===== config.mk =====
export PLATFORM = sky130hd
export DESIGN_NAME = cbor_item_token_decoder
export DESIGN_NICKNAME = d
export VERILOG_FILES = /design/src/cbtd_pkg.sv /design/src/cbtd_front.sv /design/src/cbtd_fifo.sv /design/src/cbtd_back.sv /design/src/cbor_item_token_decoder.sv
export SDC_FILE = /design/constraint.sdc
export NUM_CORES = 1
export LEC_CHECK = 0
export ABC_CLOCK_PERIOD_IN_PS = 9750
export BUFFER_PORTS_ARGS = -buffer_cell sky130_fd_sc_hd__buf_2
export CAP_MARGIN = 20
export CELL_PAD_IN_SITES_DETAIL_PLACEMENT = 1
export CELL_PAD_IN_SITES_GLOBAL_PLACEMENT = 2
export CORE_UTILIZATION = 40
export DETAILED_ROUTE_END_ITERATION = 10
export PLACE_DENSITY = 0.76
export SLEW_MARGIN = 20
export SYNTH_ARGS = -nofsm -noshare
export SYNTH_HDL_FRONTEND = slang
export SYNTH_SLANG_ARGS = --single-unit

===== constraint.sdc =====
create_clock -name i_clk -period 9.75 [get_ports i_clk]
set_clock_uncertainty 0.15 [all_clocks]
set_input_delay 0.4875 -clock i_clk [delete_from_list [all_inputs] [get_ports i_clk]]
set_output_delay 0.4875 -clock i_clk [all_outputs]
set_load 0.1 [all_outputs]

===== src/cbtd_pkg.sv =====
// ----------------------------------------------------------------------------
// cbtd_pkg: shared types and codes for the CBOR item token decoder
// Event record passed from the byte parser to the token formatter, queue
// status, token kinds and value type codes.
// ----------------------------------------------------------------------------
package cbtd_pkg;

    // event codes carried through the queue
    localparam logic [1:0] EV_HDR = 2'd0;
    localparam logic [1:0] EV_PAY = 2'd1;
    localparam logic [1:0] EV_BAD = 2'd2;

    // token kinds
    localparam logic [3:0] K_UINT    = 4'd0;
    localparam logic [3:0] K_NEG     = 4'd1;
    localparam logic [3:0] K_BYTES   = 4'd2;
    localparam logic [3:0] K_TEXT    = 4'd3;
    localparam logic [3:0] K_PAYLOAD = 4'd4;
    localparam logic [3:0] K_ARRAY   = 4'd5;
    localparam logic [3:0] K_MAP     = 4'd6;
    localparam logic [3:0] K_TAG     = 4'd7;
    localparam logic [3:0] K_FALSE   = 4'd8;
    localparam logic [3:0] K_TRUE    = 4'd9;
    localparam logic [3:0] K_NULL    = 4'd10;
    localparam logic [3:0] K_UNDEF   = 4'd11;
    localparam logic [3:0] K_F32     = 4'd12;
    localparam logic [3:0] K_F64     = 4'd13;
    localparam logic [3:0] K_SKIP    = 4'd14;
    localparam logic [3:0] K_BAD     = 4'd15;

    // value types
    localparam logic [3:0] VT_NONE = 4'd0;
    localparam logic [3:0] VT_U8   = 4'd1;
    localparam logic [3:0] VT_U16  = 4'd2;
    localparam logic [3:0] VT_U32  = 4'd3;
    localparam logic [3:0] VT_U64  = 4'd4;
    localparam logic [3:0] VT_I8   = 4'd5;
    localparam logic [3:0] VT_I16  = 4'd6;
    localparam logic [3:0] VT_I32  = 4'd7;
    localparam logic [3:0] VT_I64  = 4'd8;

    // major types
    localparam logic [2:0] MJ_UINT  = 3'd0;
    localparam logic [2:0] MJ_NEG   = 3'd1;
    localparam logic [2:0] MJ_BYTES = 3'd2;
    localparam logic [2:0] MJ_TEXT  = 3'd3;
    localparam logic [2:0] MJ_ARRAY = 3'd4;
    localparam logic [2:0] MJ_MAP   = 3'd5;
    localparam logic [2:0] MJ_TAG   = 3'd6;
    localparam logic [2:0] MJ_SIMPLE = 3'd7;

    // minor codes
    localparam logic [4:0] MN_ARG1   = 5'd24;
    localparam logic [4:0] MN_ARG2   = 5'd25;
    localparam logic [4:0] MN_ARG4   = 5'd26;
    localparam logic [4:0] MN_ARG8   = 5'd27;
    localparam logic [4:0] MN_FALSE  = 5'd20;
    localparam logic [4:0] MN_TRUE   = 5'd21;
    localparam logic [4:0] MN_NULL   = 5'd22;
    localparam logic [4:0] MN_UNDEF  = 5'd23;

    typedef struct packed {
        logic [1:0]  ev;
        logic [2:0]  major;
        logic [4:0]  minor;
        logic [63:0] arg;
        logic [7:0]  pbyte;
    } t_event;

    typedef struct packed {
        logic full;
        logic nonempty;
    } t_q_status;

endpackage


===== src/cbtd_front.sv =====
// ----------------------------------------------------------------------------
// cbtd_front: CBOR byte parser
// Splits header bytes, collects big-endian arguments and counts string
// payload bytes; pushes one event per finished token into the queue.
// ----------------------------------------------------------------------------
module cbtd_front #(
    parameter int LENGTH_BITS = 32
) (
    input  logic                i_clk,
    input  logic                i_rst_n,
    input  logic                i_accept,
    input  logic [7:0]          i_data_byte,
    output logic                o_push,
    output cbtd_pkg::t_event    o_event
);

    localparam logic [1:0] PH_HEADER  = 2'd0;
    localparam logic [1:0] PH_ARG     = 2'd1;
    localparam logic [1:0] PH_PAYLOAD = 2'd2;
    localparam logic [63:0] LenMax = {64{1'b1}} >> (64 - LENGTH_BITS);

    logic [1:0]             r_phase, n_phase;
    logic [2:0]             r_major, n_major;
    logic [4:0]             r_minor, n_minor;
    logic [63:0]            r_accum, n_accum;
    logic [3:0]             r_left, n_left;
    logic [LENGTH_BITS-1:0] r_pl, n_pl;

    logic                   push;
    cbtd_pkg::t_event       ev;
    logic [2:0]             hdr_major;
    logic [63:0]            hdr_arg;
    logic                   hdr_done;

    always_comb begin
        n_phase   = r_phase;
        n_major   = r_major;
        n_minor   = r_minor;
        n_accum   = r_accum;
        n_left    = r_left;
        n_pl      = r_pl;
        push      = 1'b0;
        hdr_done  = 1'b0;
        hdr_major = r_major;
        hdr_arg   = r_accum;
        ev        = '0;
        unique case (r_phase)
            PH_ARG: begin
                n_accum = {r_accum[55:0], i_data_byte};
                n_left  = r_left - 4'd1;
                if (n_left == 4'd0) begin
                    hdr_done = 1'b1;
                    hdr_arg  = n_accum;
                    n_phase  = PH_HEADER;
                end
            end
            PH_PAYLOAD: begin
                n_pl     = r_pl - LENGTH_BITS'(1);
                push     = 1'b1;
                ev.ev    = cbtd_pkg::EV_PAY;
                ev.arg   = 64'(n_pl);
                ev.pbyte = i_data_byte;
                if (n_pl == '0) begin
                    n_phase = PH_HEADER;
                end
            end
            default: begin
                n_major   = i_data_byte[7:5];
                n_minor   = i_data_byte[4:0];
                hdr_major = i_data_byte[7:5];
                n_phase   = PH_HEADER;
                if (i_data_byte[4:0] < cbtd_pkg::MN_ARG1) begin
                    n_accum  = 64'(i_data_byte[4:0]);
                    hdr_arg  = 64'(i_data_byte[4:0]);
                    hdr_done = 1'b1;
                end else if (i_data_byte[4:0] <= cbtd_pkg::MN_ARG8) begin
                    n_accum = '0;
                    n_phase = PH_ARG;
                    case (i_data_byte[1:0])
                        2'd0:    n_left = 4'd1;
                        2'd1:    n_left = 4'd2;
                        2'd2:    n_left = 4'd4;
                        default: n_left = 4'd8;
                    endcase
                end else begin
                    push     = 1'b1;
                    ev.ev    = cbtd_pkg::EV_BAD;
                    ev.minor = i_data_byte[4:0];
                    ev.arg   = 64'(i_data_byte[4:0]);
                end
            end
        endcase
        if (hdr_done) begin
            push     = 1'b1;
            ev.ev    = cbtd_pkg::EV_HDR;
            ev.major = hdr_major;
            ev.minor = n_minor;
            ev.arg   = hdr_arg;
            if ((hdr_major == cbtd_pkg::MJ_BYTES || hdr_major == cbtd_pkg::MJ_TEXT)
                && hdr_arg != 64'd0 && hdr_arg <= LenMax) begin
                n_phase = PH_PAYLOAD;
                n_pl    = hdr_arg[LENGTH_BITS-1:0];
            end
        end
    end

    always_ff @(posedge i_clk) begin
        if (!i_rst_n) begin
            r_phase <= PH_HEADER;
            r_major <= '0;
            r_minor <= '0;
            r_accum <= '0;
            r_left  <= '0;
            r_pl    <= '0;
        end else if (i_accept) begin
            r_phase <= n_phase;
            r_major <= n_major;
            r_minor <= n_minor;
            r_accum <= n_accum;
            r_left  <= n_left;
            r_pl    <= n_pl;
        end
    end

    assign o_push  = i_accept && push;
    assign o_event = ev;

    a_arg_count: assert property (@(posedge i_clk) disable iff (!i_rst_n)
        r_phase == PH_ARG |-> r_left != 4'd0)
        else $error("argument phase with no bytes left");

    a_pay_count: assert property (@(posedge i_clk) disable iff (!i_rst_n)
        r_phase == PH_PAYLOAD |-> r_pl != '0)
        else $error("payload phase with zero count");

endmodule


===== src/cbtd_fifo.sv =====
// ----------------------------------------------------------------------------
// cbtd_fifo: two-entry event queue
// Decouples the byte parser from the token formatter; push and pop may
// happen in the same cycle.
// ----------------------------------------------------------------------------
module cbtd_fifo (
    input  logic                 i_clk,
    input  logic                 i_rst_n,
    input  logic                 i_push,
    input  cbtd_pkg::t_event     i_wdata,
    input  logic                 i_pop,
    output cbtd_pkg::t_event     o_rdata,
    output cbtd_pkg::t_q_status  o_status
);

    cbtd_pkg::t_event r_mem [2];
    logic             r_wp, r_rp;
    logic [1:0]       r_cnt;

    always_ff @(posedge i_clk) begin
        if (i_push) begin
            r_mem[r_wp] <= i_wdata;
        end
    end

    always_ff @(posedge i_clk) begin
        if (!i_rst_n) begin
            r_wp  <= 1'b0;
            r_rp  <= 1'b0;
            r_cnt <= 2'd0;
        end else begin
            if (i_push) r_wp <= ~r_wp;
            if (i_pop)  r_rp <= ~r_rp;
            if (i_push && !i_pop)      r_cnt <= r_cnt + 2'd1;
            else if (!i_push && i_pop) r_cnt <= r_cnt - 2'd1;
        end
    end

    assign o_rdata           = r_mem[r_rp];
    assign o_status.full     = (r_cnt == 2'd2);
    assign o_status.nonempty = (r_cnt != 2'd0);

    a_no_overflow: assert property (@(posedge i_clk) disable iff (!i_rst_n)
        i_push |-> r_cnt != 2'd2)
        else $error("push into full queue");

    a_no_underflow: assert property (@(posedge i_clk) disable iff (!i_rst_n)
        i_pop |-> r_cnt != 2'd0)
        else $error("pop from empty queue");

endmodule


===== src/cbtd_back.sv =====
// ----------------------------------------------------------------------------
// cbtd_back: token formatter
// Maps a queued event to token kind, value type and end-of-item flag and
// holds it in the output register until the transaction completes.
// ----------------------------------------------------------------------------
module cbtd_back #(
    parameter int LENGTH_BITS = 32
) (
    input  logic                 i_clk,
    input  logic                 i_rst_n,
    input  cbtd_pkg::t_q_status  i_status,
    input  cbtd_pkg::t_event     i_event,
    output logic                 o_pop,
    input  logic                 i_stall,
    output logic                 o_valid,
    output logic [3:0]           o_token_kind,
    output logic [63:0]          o_argument,
    output logic [3:0]           o_value_type,
    output logic [7:0]           o_payload_byte,
    output logic                 o_ends_item
);

    localparam logic [63:0] LenMax = {64{1'b1}} >> (64 - LENGTH_BITS);

    logic        r_valid;
    logic [3:0]  r_kind, n_kind;
    logic [63:0] r_arg, n_arg;
    logic [3:0]  r_vt, n_vt;
    logic [7:0]  r_pb, n_pb;
    logic        r_ends, n_ends;
    logic        load;
    logic        a_zero;

    assign load   = !r_valid || !i_stall;
    assign o_pop  = load && i_status.nonempty;
    assign a_zero = (i_event.arg == 64'd0);

    always_comb begin
        n_kind = cbtd_pkg::K_BAD;
        n_arg  = i_event.arg;
        n_vt   = cbtd_pkg::VT_NONE;
        n_pb   = 8'd0;
        n_ends = 1'b1;
        unique case (i_event.ev)
            cbtd_pkg::EV_PAY: begin
                n_kind = cbtd_pkg::K_PAYLOAD;
                n_pb   = i_event.pbyte;
                n_ends = a_zero;
            end
            cbtd_pkg::EV_HDR: begin
                unique case (i_event.major)
                    cbtd_pkg::MJ_UINT: begin
                        n_kind = cbtd_pkg::K_UINT;
                        if (i_event.minor <= cbtd_pkg::MN_ARG1)     n_vt = cbtd_pkg::VT_U8;
                        else if (i_event.minor == cbtd_pkg::MN_ARG2) n_vt = cbtd_pkg::VT_U16;
                        else if (i_event.minor == cbtd_pkg::MN_ARG4) n_vt = cbtd_pkg::VT_U32;
                        else                                         n_vt = cbtd_pkg::VT_U64;
                    end
                    cbtd_pkg::MJ_NEG: begin
                        n_kind = cbtd_pkg::K_NEG;
                        if (i_event.minor < cbtd_pkg::MN_ARG1) begin
                            n_vt = cbtd_pkg::VT_I8;
                        end else if (i_event.minor == cbtd_pkg::MN_ARG1) begin
                            n_vt = (i_event.arg <= 64'd127) ? cbtd_pkg::VT_I8
                                                            : cbtd_pkg::VT_I16;
                        end else if (i_event.minor == cbtd_pkg::MN_ARG2) begin
                            n_vt = (i_event.arg < 64'd32767) ? cbtd_pkg::VT_I16
                                                             : cbtd_pkg::VT_I32;
                        end else if (i_event.minor == cbtd_pkg::MN_ARG4) begin
                            n_vt = (i_event.arg <= 64'h7FFF_FFFF) ? cbtd_pkg::VT_I32
                                                                  : cbtd_pkg::VT_I64;
                        end else begin
                            n_vt = cbtd_pkg::VT_I64;
                        end
                    end
                    cbtd_pkg::MJ_BYTES, cbtd_pkg::MJ_TEXT: begin
                        if (i_event.arg > LenMax) begin
                            n_kind = cbtd_pkg::K_BAD;
                        end else begin
                            n_kind = {1'b0, i_event.major};
                            n_ends = a_zero;
                        end
                    end
                    cbtd_pkg::MJ_ARRAY: begin
                        n_kind = cbtd_pkg::K_ARRAY;
                        n_ends = a_zero;
                    end
                    cbtd_pkg::MJ_MAP: begin
                        n_kind = cbtd_pkg::K_MAP;
                        n_ends = a_zero;
                    end
                    cbtd_pkg::MJ_TAG: begin
                        n_kind = cbtd_pkg::K_TAG;
                        n_ends = 1'b0;
                    end
                    default: begin
                        unique case (i_event.minor)
                            cbtd_pkg::MN_FALSE: n_kind = cbtd_pkg::K_FALSE;
                            cbtd_pkg::MN_TRUE:  n_kind = cbtd_pkg::K_TRUE;
                            cbtd_pkg::MN_NULL:  n_kind = cbtd_pkg::K_NULL;
                            cbtd_pkg::MN_UNDEF: n_kind = cbtd_pkg::K_UNDEF;
                            cbtd_pkg::MN_ARG4: begin
                                n_kind = cbtd_pkg::K_F32;
                                n_arg  = {32'd0, i_event.arg[31:0]};
                            end
                            cbtd_pkg::MN_ARG8:  n_kind = cbtd_pkg::K_F64;
                            default:            n_kind = cbtd_pkg::K_SKIP;
                        endcase
                    end
                endcase
            end
            default: begin
                n_kind = cbtd_pkg::K_BAD;
            end
        endcase
    end

    always_ff @(posedge i_clk) begin
        if (!i_rst_n) begin
            r_valid <= 1'b0;
        end else if (load) begin
            r_valid <= i_status.nonempty;
        end
    end

    always_ff @(posedge i_clk) begin
        if (o_pop) begin
            r_kind <= n_kind;
            r_arg  <= n_arg;
            r_vt   <= n_vt;
            r_pb   <= n_pb;
            r_ends <= n_ends;
        end
    end

    assign o_valid        = r_valid;
    assign o_token_kind   = r_kind;
    assign o_argument     = r_arg;
    assign o_value_type   = r_vt;
    assign o_payload_byte = r_pb;
    assign o_ends_item    = r_ends;

endmodule


===== src/cbor_item_token_decoder.sv =====
// ----------------------------------------------------------------------------
// cbor_item_token_decoder: byte-serial CBOR token decoder
// Throughput: one byte per cycle sustained; stalls input only when the
// two-entry event queue is full.
// Path: byte parser, event queue, output register; a token's event is queued
// when its last byte is accepted and leaves once the output register is free.
// Reset: synchronous active-low; parser returns to header phase, queue and
// output register empty.
// ----------------------------------------------------------------------------
module cbor_item_token_decoder #(
    parameter int LENGTH_BITS = 32
) (
    input  logic        i_clk,
    input  logic        i_rst_n,
    input  logic        i_valid,
    output logic        o_stall,
    input  logic [7:0]  i_data_byte,
    output logic        o_valid,
    input  logic        i_stall,
    output logic [3:0]  o_token_kind,
    output logic [63:0] o_argument,
    output logic [3:0]  o_value_type,
    output logic [7:0]  o_payload_byte,
    output logic        o_ends_item
);

    logic                accept;
    logic                push;
    logic                pop;
    cbtd_pkg::t_event    wr_event;
    cbtd_pkg::t_event    rd_event;
    cbtd_pkg::t_q_status q_status;

    assign o_stall = q_status.full;
    assign accept  = i_valid && !q_status.full;

    cbtd_front #(
        .LENGTH_BITS (LENGTH_BITS)
    ) u_front (
        .i_clk       (i_clk),
        .i_rst_n     (i_rst_n),
        .i_accept    (accept),
        .i_data_byte (i_data_byte),
        .o_push      (push),
        .o_event     (wr_event)
    );

    cbtd_fifo u_fifo (
        .i_clk    (i_clk),
        .i_rst_n  (i_rst_n),
        .i_push   (push),
        .i_wdata  (wr_event),
        .i_pop    (pop),
        .o_rdata  (rd_event),
        .o_status (q_status)
    );

    cbtd_back #(
        .LENGTH_BITS (LENGTH_BITS)
    ) u_back (
        .i_clk          (i_clk),
        .i_rst_n        (i_rst_n),
        .i_status       (q_status),
        .i_event        (rd_event),
        .o_pop          (pop),
        .i_stall        (i_stall),
        .o_valid        (o_valid),
        .o_token_kind   (o_token_kind),
        .o_argument     (o_argument),
        .o_value_type   (o_value_type),
        .o_payload_byte (o_payload_byte),
        .o_ends_item    (o_ends_item)
    );

endmodule


Yosys cells after proc, flatten, opt, wreduce, memory -nomap -nowiden
Memories as Yosys holds them, arrays and structs flattened. A register that Yosys moved wholly into a read port is not among the register bits.
Cells that the tools add are included.
Widths: inputs -> output; s select.
{"block": "op_classes", "addsub": 4, "order_cmp": 9, "eq_ne": 23, "mux": 65, "bitwise": 3, "n_reduce_logical": 31}
{"operator": "$mux 64", "n": 7}
{"operator": "$pmux 64 s2", "n": 3}
{"operator": "$mux 69", "n": 2}
{"operator": "$mux 32", "n": 3}
{"operator": "$mux 74", "n": 1}
{"operator": "$gt 64x32->1 const B", "n": 1}
{"operator": "$le 64x31->1 const B", "n": 1}
{"operator": "$le 64x32->1 const B", "n": 1}
{"operator": "$le 64x7->1 const B", "n": 1}
{"operator": "$logic_not 64->1", "n": 1}
{"operator": "$lt 64x15->1 const B", "n": 1}
{"operator": "$reduce_bool 64->1", "n": 1}
{"operator": "$eq 5x5->1 const B", "n": 8}
{"operator": "$mux 4", "n": 10}
{"operator": "$logic_not 32->1", "n": 1}
{"operator": "$sub 32x1->32 const B", "n": 1}
{"operator": "$pmux 4 s2", "n": 3}
{"operator": "$pmux 4 s6", "n": 1}
{"operator": "$mux 2", "n": 10}
{"operator": "$pmux 3 s6", "n": 1}
{"operator": "$eq 3x2->1 const B", "n": 4}
{"operator": "$mux 1", "n": 12}
{"operator": "$pmux 4 s3", "n": 1}
{"operator": "$le 5x5->1 const B", "n": 2}
{"operator": "other kinds (28)", "n": 58}
{"block": "word_totals", "regBits": 196, "mem_bits_rw": 164, "inputBits": 12, "output_inout_bits": 83, "wordCells": 151, "mem_count": 1}
{"name": "u_fifo.r_mem", "depth": 2, "width": 82, "rd": 1, "rd_clocked_by_memory_dff": 1, "wr": 1, "line_no": "cbtd_fifo.sv:16", "source": "cbtd_pkg::t_event r_mem [2];"}

Logic depth before layout (Yosys ltp)
Gate-level depths: netlist of the first run.
{"block": "logic_depth", "depth_word": 10, "ltp_mapped": 14, "ltp_nobuf": 10}

Cells and area by module
From an unflattened synthesis of the first run, not the netlist that was laid out.
{"block": "hier_totals", "hier_cells": 1419, "hier_area_um2": 16656.0}
{"mod": "cbtd_front", "n_inst": 1, "cells_per_inst": 925, "area_each_um2": 7186.9, "seq_area_each_um2": 2202.1}
{"mod": "cbtd_fifo", "n_inst": 1, "cells_per_inst": 277, "area_each_um2": 6167.2, "seq_area_each_um2": 5024.8}
{"mod": "cbtd_back", "n_inst": 1, "cells_per_inst": 216, "area_each_um2": 3288.2, "seq_area_each_um2": 2452.4}
{"mod": "cbor_item_token_decoder", "n_inst": 1, "cells_per_inst": 1, "area_each_um2": 13.8, "seq_area_each_um2": 0.0}

Worst setup path before layout of the first run
No wires, ideal clock.
{"block": "synth_path", "path_type": "register -> register", "start": "register u_front.r_phase[0]", "end": "memory u_fifo.r_mem[0][0] in the netlist's numbering, enable pin", "setup_time_ns": 0.533, "t_arrival_ns": 5.388, "required_time_ns": 9.067, "setup_slack_ns": 3.679, "stages_incl_launch_ff": 8, "path_buffers": 2, "synth_period_minus_slack_ns": 6.071, "path_cell_list": "dfxtp_1 inv_1 ha_1 clkbuf_1 clkbuf_1 nand3_1 a31oi_1 nor2b_1"}
{"block": "synth_via", "elab_chain_len": 6, "word_cells_on_any_way": 8, "cone_classes": "eq/ne: 2; mux: 5; reduce/logical: 1"}
{"element": "start, declared", "line_no": "cbtd_front.sv:22", "source": "logic [1:0] r_phase, n_phase;"}
{"element": "start signal, assigned", "line_no": "cbtd_front.sv:116", "source": "r_phase <= n_phase;"}
{"element": "$eq 2x2->1 / $eq 2x1->1 (equally long branches)", "line_no": "cbtd_front.sv:47", "source": "unique case (r_phase)"}
{"element": "$pmux 1 s2", "line_no": "cbtd_front.sv:47"}
{"element": "$mux 1 (*)", "line_no": "cbtd_front.sv:93", "source": "if (hdr_done) begin"}
{"element": "$logic_and 1x1->1 (*)", "line_no": "cbtd_front.sv:125", "source": "assign o_push = i_accept && push;"}
{"element": "via push", "line_no": "cbor_item_token_decoder.sv:28", "source": "logic push;"}
{"element": "$mux 1 (*)", "line_no": "cbtd_fifo.sv:21", "source": "if (i_push) begin"}
{"element": "$mux 1 (not written as such) (*)", "line_no": "cbtd_fifo.sv:22", "source": "r_mem[r_wp] <= i_wdata;"}
{"element": "end, declared", "line_no": "cbtd_fifo.sv:16"}
Mark *: on every way through the listed nets, which the timed path passes. The rest lies on a longest branch.

Worst setup path in the final report of the first run
{"block": "layout_path", "start": "register u_front.r_phase[0]", "end": "register u_front.r_pl[21]"}
{"block": "layout_via", "elab_chain_len": 9, "word_cells_on_any_way": 16, "cone_classes": "order compare: 1; eq/ne: 4; mux: 6; reduce/logical: 5"}
{"element": "branches (longest 8 deep; another with $le 64x32->1)"}
{"element": "$mux 32 (*)", "line_no": "cbtd_front.sv:93"}
{"element": "end signal, assigned", "line_no": "cbtd_front.sv:121", "source": "r_pl <= n_pl;"}
{"element": "end, declared", "line_no": "cbtd_front.sv:27", "source": "logic [LENGTH_BITS-1:0] r_pl, n_pl;"}
Every way passes the cells marked *.
A chain may end at the register's enable or synchronous reset.

==> metrics.md, run 1 <==
| Metric | Value |
|---|---|
| Status | finished, final reports clean |
| Power Density | 326.3 nW/um^2 |
| Total net switching power | about 2600 uW |
| Post-synth top flop | edfxtp_1 |
| Fin. max-slew vios | 0 |
| CP peak stage delay | between 0.8 and 0.9 ns |
| Post-synth EDFFs | between 200 and 250 |
| Leakage | between 0.006 and 0.007 uW |
| Cell area after layout | ~19000 um^2 |
| Library cells used by synthesis | 76 |
| Largest net degree at the start of global routing | 85 |
| RSZ-0062 raised after global routing | no |
| Fin crit share | 0.5273 |
| Worst r2r src | u_front.r_phase[0] |
| Setup TNS | 0 ns |
| Hold Vio Cnt, Final | 0 |
| Global router's overall resource usage | 0.2274 |
| CTS tree | done |
| Register area | 9683 um^2 |
| Antenna cells | 0 |
| Mean post-synth cell area | 11.47 um^2 |
| H-tree levels | 2 |
| Crit-path cells | inv_1 -> ha_1 -> nor2_1 -> a31oi_1 -> o311a_2 -> buf_4 -> o21ai_0 -> and3_1 -> a211o_2 -> buf_4 -> a21oi_1 -> buf_4 -> o221a_2 |
| Die Ht | slightly above 200 um |
| Mapped Area | between 15000 and 20000 um^2 |
| Layout cells sized above 1 | 0.1703 |
| Asr flop ratio synth | 0 |
| # fillers | approximately 4200 |
| Crit path arrival time | between 5 and 6 ns |
| Peak supply drop | 0.2837 mV |
| Dpl hpwl | 31.73 mm |
| CTS Root Cell | clkbuf_16 |
| Worst-skew pair later-pin latency | 0.56 ns |
| Hold Crit Class | in -> reg |
| # rows | 73 |
| Crit path kind | reg -> reg |
| GP Congestion | about 0.86 |
| WL final | about 47 mm |
| Area of the core | around 40000 um^2 |
| Clock buffer count from CTS | 40 |
| Port Buffers | 94 |
| Die X | roughly 200 um |
| Post_cts resized | 0 |
| Vias in the first global route | between 10000 and 15000 |
| CP Launch Type | flip-flop |
| I/O pin count | between 90 and 100 |
| Seq pwr share | 0.350 |
| Switch share | 0.4313 |
| Hold EP | u_front.r_minor[4] |
| Top delay family on crit path | compound AO/OA/AOI/OAI gates |
| Hold Buf Count CTS | 0 |
| Most frequent cells in the layout | edfxtp_1 (245), nor2_1 (186), a22oi_1 (116), dfxtp_1 (115), buf_2 (94) |
| Wirelength per Cell | about 23 um |
| Slowest stage cell on the critical path | ha_1 |
| Drc violations | 0 |
| Initial core utilization | 0.4085 |
| Die footprint | roughly 42000 um^2 |
| #FFs+latches synth | ~360 |
| Area Growth Syn to Fin | 14.45% |
| Register area share after synthesis | 0.5923 |
| GRT overflow | 0 |
| Worst EP required | just over 10 ns |
| Hold Crit Start | i_data_byte[4] |
| Multi-input gate area | 6118 um^2 |
| Final Util | 0.4675 |
| Most common cell after layout, fill and taps aside | edfxtp_1 |
| Reg2reg setup slack | 4.61 ns |
| Final setup vio count | 0 |
| Syn Nets | 1445 |
| Post-Syn Instances | approximately 1400 |
| Gate power share | 0.375 |
| # clock sinks | roughly 360 |
| Max Fclk | ~190 MHz |
| Reg-to-reg endpoint | u_front.r_pl[21] |
| Total number of vias | about 12000 |
| Synth Warn # | 0 |
| Most common cell on crit path | buf_4 |
| Hold Path Stages | 3 |
| First-pass GRT wire length | approximately 73 mm |
| Period minus WS final | approximately 5 ns |
| Final net count | approximately 1500 |
| Slew headroom | 0.3594 |
| P_int | roughly 3500 uW |
| Endpoint class of the critical path | flip-flop |
| Maxcap violations | 0 |
| CP max FO | 67 |
| Post-CTS setup buffers | 0 |
| Non-Filler Instances | 2034 |
| Reg2reg path depth | 13 |
| Critical path buffer and inverter count | 4 |
| Clock share of power | 0.275 |
| Drt first-iter violations | approximately 750 |
| ANT nets after route | 0 |
| Clock buffer depth | 3 |
| Clk slew on worst S/H paths | approximately 0.060 ns |
| Initial antenna violation count | 0 |
| Placed cell count | 1961 |
| Drt pass-1 iters | 5 |
| Worst slew pin tran | ~0.96 ns |
| Fin worst setup slack | ~4.6 ns |
| DR vias/cell | ~5.8 |
| Setup slack at placement | ~4.6 ns |
| Cell Area, Placed | 17230 um^2 |
synthesized netlist by cell type (9+ instances only):
library cell  count  area (um^2)
nor2_1          186        698.2
and2_1           23        143.9
xnor2_1          20        175.2
a22oi_1         116        870.8
nor3_1           37        185.2
o22ai_1          31        193.9
mux2i_1          92        920.9
xor2_1           11        96.34
nand2b_1          9        56.30
buf_2            15        75.07
dfxtp_1         116         2322
o221a_2          26        292.8
mux2_2           21        236.5
a21oi_1          41        205.2
a31oi_1           9        56.30
nor4_1           51        319.1
edfxtp_1        245         7357
nand4_1          15        93.84
nand2_1          59        221.5
inv_1            39        146.4
o21ai_0          26        130.1
nand3_1          19        95.09
clkbuf_1         78        292.8
power groups by stage:
stage | combinational [uW] | sequential (uW) | clock [uW]
floorplan | 746 | 3290 | 0
global placement | 2280 | 2160 | 0
detailed placement | 2290 | 2170 | 0
CTS | 2300 | 2140 | 1710
global route | 2410 | 2170 | 1760
finish | 2290 | 2140 | 1680
flip-flops by register name, indices dropped and copies added, names as in the netlist, named ones only:
register and flops:
u_back.o_payload_byte 8, u_fifo.r_mem 164, u_fifo.r_wp 1, u_back.o_ends_item 1, u_front.r_accum 64, u_back.o_value_type 4
u_front.r_phase 2, u_back.o_argument 64, u_fifo.r_rp 1, u_fifo.r_cnt 2, u_front.r_major 3, u_back.o_token_kind 4
u_front.r_minor 5, u_front.r_pl 32, u_front.r_left 4, u_back.o_valid 1
per-layer routing:
metal | GRT usage | wire (um) | up-vias
met5 | 0 | 0 | -
met4 | 0.08129 | 1568 | 0
met3 | 0.03364 | 1764 | 74
met2 | 0.3663 | 22030 | 266
met1 | 0.3109 | 21720 | 5975
li1 | - | - | 5543
stage by stage:
| stage | hold slack [ns] | total power, uW |
|---|---|---|
| after floorplan | 0.2860 | 4033 |
| after global placement | 0.2937 | 4435 |
| after detailed placement | 0.3042 | 4464 |
| after CTS | 0.1030 | 6158 |
| after global routing | 0.1467 | 6336 |
| final | 0.1266 | 6103 |
cell families after synthesis:
logic type,count (synthesis),synth area share
multiplexers,115,0.07220
XOR/XNOR,31,0.01661
flip-flops,361,0.5923
buffers and inverters,143,0.03514
AND/OR/NAND/NOR,456,0.1385
AO/OA/AOI/OAI,311,0.1391
adder cells (fa/ha/maj),8,0.006125
worst max path at each step:
stage          slack (ns)                  to  depth (start not counted)          startpoint
6_report             4.61    u_front.r_pl[21]                         13  u_front.r_phase[0]
2_1_floorplan        3.68  u_fifo.r_mem[0][0]                          7  u_front.r_phase[0]
4_1_cts              4.56    u_front.r_pl[21]                         13  u_front.r_phase[0]
3_3_place_gp         4.83    u_front.r_pl[31]                         13  u_front.r_phase[0]
3_5_place_dp         4.60    u_front.r_pl[21]                         13  u_front.r_phase[0]
5_1_grt              4.32    u_front.r_pl[19]                         13  u_front.r_phase[0]
worst register-to-register path, cell delays in order (launching register included):
cell and delay, ns:
dfxtp_1 0.33, inv_1 0.07, ha_1 0.89, nor2_1 0.15, a31oi_1 0.23, o311a_2 0.19, buf_4 0.57, o21ai_0 0.22
and3_1 0.25, a211o_2 0.29, buf_4 0.32, a21oi_1 0.86, buf_4 0.35, o221a_2 0.22
final cells by class:
class                           instances  area share
Clock inverter                         25     0.01994
Multi-Input combinational cell        921      0.3271
Timing Repair Buffer                  115     0.03378
Tap cell                              525     0.03512
Clock buffer                           48     0.05840
Inverter                               39    0.007894
Sequential cell                       361      0.5177
Power figures use the tool's default switching activity.
==> run 2: changes to the inputs <==
--- a/config.mk
+++ b/config.mk
@@ -5,7 +5,7 @@
 export SDC_FILE = /design/constraint.sdc
 export NUM_CORES = 1
 export LEC_CHECK = 0
-export ABC_CLOCK_PERIOD_IN_PS = 9750
+export ABC_CLOCK_PERIOD_IN_PS = 5000
 export BUFFER_PORTS_ARGS = -buffer_cell sky130_fd_sc_hd__buf_2
 export CAP_MARGIN = 20
 export CELL_PAD_IN_SITES_DETAIL_PLACEMENT = 1
==> constraint.sdc (replaced) <==
create_clock -name i_clk -period 5 [get_ports i_clk]
set_clock_uncertainty 0.15 [all_clocks]
set_input_delay 0.25 -clock i_clk [delete_from_list [all_inputs] [get_ports i_clk]]
set_output_delay 0.25 -clock i_clk [all_outputs]
set_load 0.1 [all_outputs]
==> run 2 against run 1 <==
Effect of this change: cell count rose by 0.88%; clock-buffer cell count is the same; via count grew 0.93%; maximum frequency is 28% higher; critical path type unchanged; critical endpoint is now u_front.r_pl[25]; highest routed layer unchanged.
==> metrics.md, run 2 (same netlist as run 1, synthesis figures left out) <==
| Metric | Value |
|---|---|
| Setup TNS | 0 ns |
| Fin. max-slew vios | 0 |
| Reg2reg path depth | 11 |
| Hold Crit Class | in -> reg |
| CP max FO | 32 |
| Multi-input gate area | a little over 6000 um^2 |
| Max Fclk | roughly 250 MHz |
| Hold Path Stages | 4 |
| Most common cell after layout, fill and taps aside | edfxtp_1 |
| Peak supply drop | approximately 0.43 mV |
| Clock buffer depth | 3 |
| GP Congestion | between 0.8 and 0.9 |
| DR vias/cell | a little under 6 |
| Dpl hpwl | 31.79 mm |
| Initial antenna violation count | 0 |
| Power Density | 619.0 nW/um^2 |
| Design Power | 11600 uW |
| GRT Max-Usage Layer | met2 |
| CP Launch Type | flip-flop |
| Worst-skew pair later-pin latency | 0.56 ns |
| Reg2reg setup slack | roughly 1 ns |
| Drc violations | 0 |
| Period minus WS final | approximately 4.0 ns |
| Layout cells sized above 1 | 0.1704 |
| # clock sinks | 361 |
| Final net count | about 1500 |
| CTS tree | done |
| I/O pin count | 95 |
| Largest reg by FF count | u_fifo.r_mem |
| Endpoint class of the critical path | flip-flop |
| # rows | 73 |
| Reg-to-reg endpoint | u_front.r_pl[25] |
| Crit path kind | reg -> reg |
| Die Ht | 204.1 um |
| ANT nets after route | 0 |
| WL final | between 40 and 50 mm |
| Largest net degree at the start of global routing | between 80 and 90 |
| Largest register FFs | approximately 160 |
| Setup slack at placement | 1.044 ns |
| Area Growth Syn to Fin | 14.68% |
| Port Buffers | 94 |
| Met3 usage | 0.03492 |
| Register area | 9683 um^2 |
| Fin crit share | 0.8010 |
| Initial core utilization | 0.4085 |
| Clk slew on worst S/H paths | 0.06 ns |
| RSZ-0062 raised after global routing | no |
| Worst EP required | about 5.3 ns |
| Drt first-iter violations | about 850 |
| Wirelength per Cell | ~23 um |
| Post-CTS setup buffers | 0 |
| Die X | ~200 um |
| Clock buffer count from CTS | 40 |
| Final setup vio count | 0 |
| # fillers | approximately 4300 |
| Worst hold slack | between 0.05 and 0.06 ns |
| Crit path arrival time | around 4.3 ns |
| Final Util | 0.4685 |
| Worst slew pin tran | between 0.9 and 1 ns |
| Drt pass-1 iters | 5 |
| CTS Root Cell | clkbuf_16 |
| Area of the core | between 40000 and 50000 um^2 |
| H-tree levels | 2 |
| Worst r2r src | u_front.r_left[0] |
| Most frequent cells in the layout | edfxtp_1 (245), nor2_1 (186), a22oi_1 (116), dfxtp_1 (115), buf_2 (94) |
| Hold Crit Start | i_valid |
| Leakage | between 0.006 and 0.007 uW |
| Hold Vio Cnt, Final | 0 |
| Slew headroom | 0.3719 |
| Global router's overall resource usage | 0.2247 |
| Maxcap violations | 0 |
| Vias in the first global route | about 12000 |
| First-pass GRT wire length | 72.10 mm |
| GRT overflow | 0 |
| Hold EP | u_front.r_pl[23] |
| Total number of vias | 11970 |
| GR Util met1 | 0.3076 |
| Die footprint | between 40000 and 50000 um^2 |
| Fin worst setup slack | roughly 1.0 ns |
| Status | finished, final reports clean |
| Met2 usage | 0.3590 |
## run 2: changes by cell type in the layout (fill, tap and decap cells not counted), moves of 3 or more
cell           previous run  this run
clkbuf_1                  3         6
buf_4                    20        27
bufinv_16                 9         4
clkinv_1                  5         8
clkbuf_8                  4         1
dlygate4sd3_1             0         9
## run 2: repair_timing
item | 4_1_cts | 5_1_grt
hold buffers | 9 | 0
endpoints found under the hold margin | 20 | 0
gates resized for setup | 0 | 0
## run 2: per-stage QoR
stage,cell area [um^2],std cells
final,18740,2052
after global routing,18740,2051
after CTS,18710,2050
after detailed placement,17320,1969
after global placement,17320,1969
after floorplan,16340,1425
## run 2: per-layer routing
metal	wire, um	part of all wire
met3	1512	0.032
met5	0	0
met2	21910	0.47
met1	21790	0.47
met4	1434	0.031
## run 2: layout make-up
type / count / area share
Antenna cell: 1 / 0.0001335
Clock buffer: 48 / 0.05668
Clock inverter: 24 / 0.01262
Inverter: 39 / 0.007944
Multi-Input combinational cell: 921 / 0.3266
Sequential cell: 361 / 0.5167
Tap cell: 525 / 0.03505
Timing Repair Buffer: 133 / 0.04433
## run 2: power by group
part           total [uW]  internal [uW]  switching [uW]
sequential           4170           3900             271
combinational        4490            878            3620
clock                2940           1730            1210
total               11600           6500            5100
## run 2: worst max-delay path by stage
| stage | to | start | cells past startpoint |
|---|---|---|---|
| 6_report | u_front.r_pl[25] | u_front.r_left[0] | 11 |
| 5_1_grt | u_front.r_pl[25] | u_front.r_left[0] | 11 |
| 4_1_cts | u_front.r_pl[25] | u_front.r_left[0] | 11 |
| 3_5_place_dp | u_front.r_pl[25] | u_front.r_left[0] | 11 |
| 3_3_place_gp | u_front.r_pl[25] | u_front.r_left[0] | 11 |
| 2_1_floorplan | u_fifo.r_mem[0][0] | u_front.r_phase[0] | 7 |
## run 2: worst max-delay path: stages, from the launching register on
cell and delay (ns):
dfxtp_1 0.42, inv_1 0.08, ha_1 0.24, and3b_1 0.20
a31oi_2 0.36, o31a_2 0.71, nor2_1 0.11, nor3_1 0.21
a211o_2 0.56, buf_4 0.31, nand3_1 0.20, o221a_2 0.30
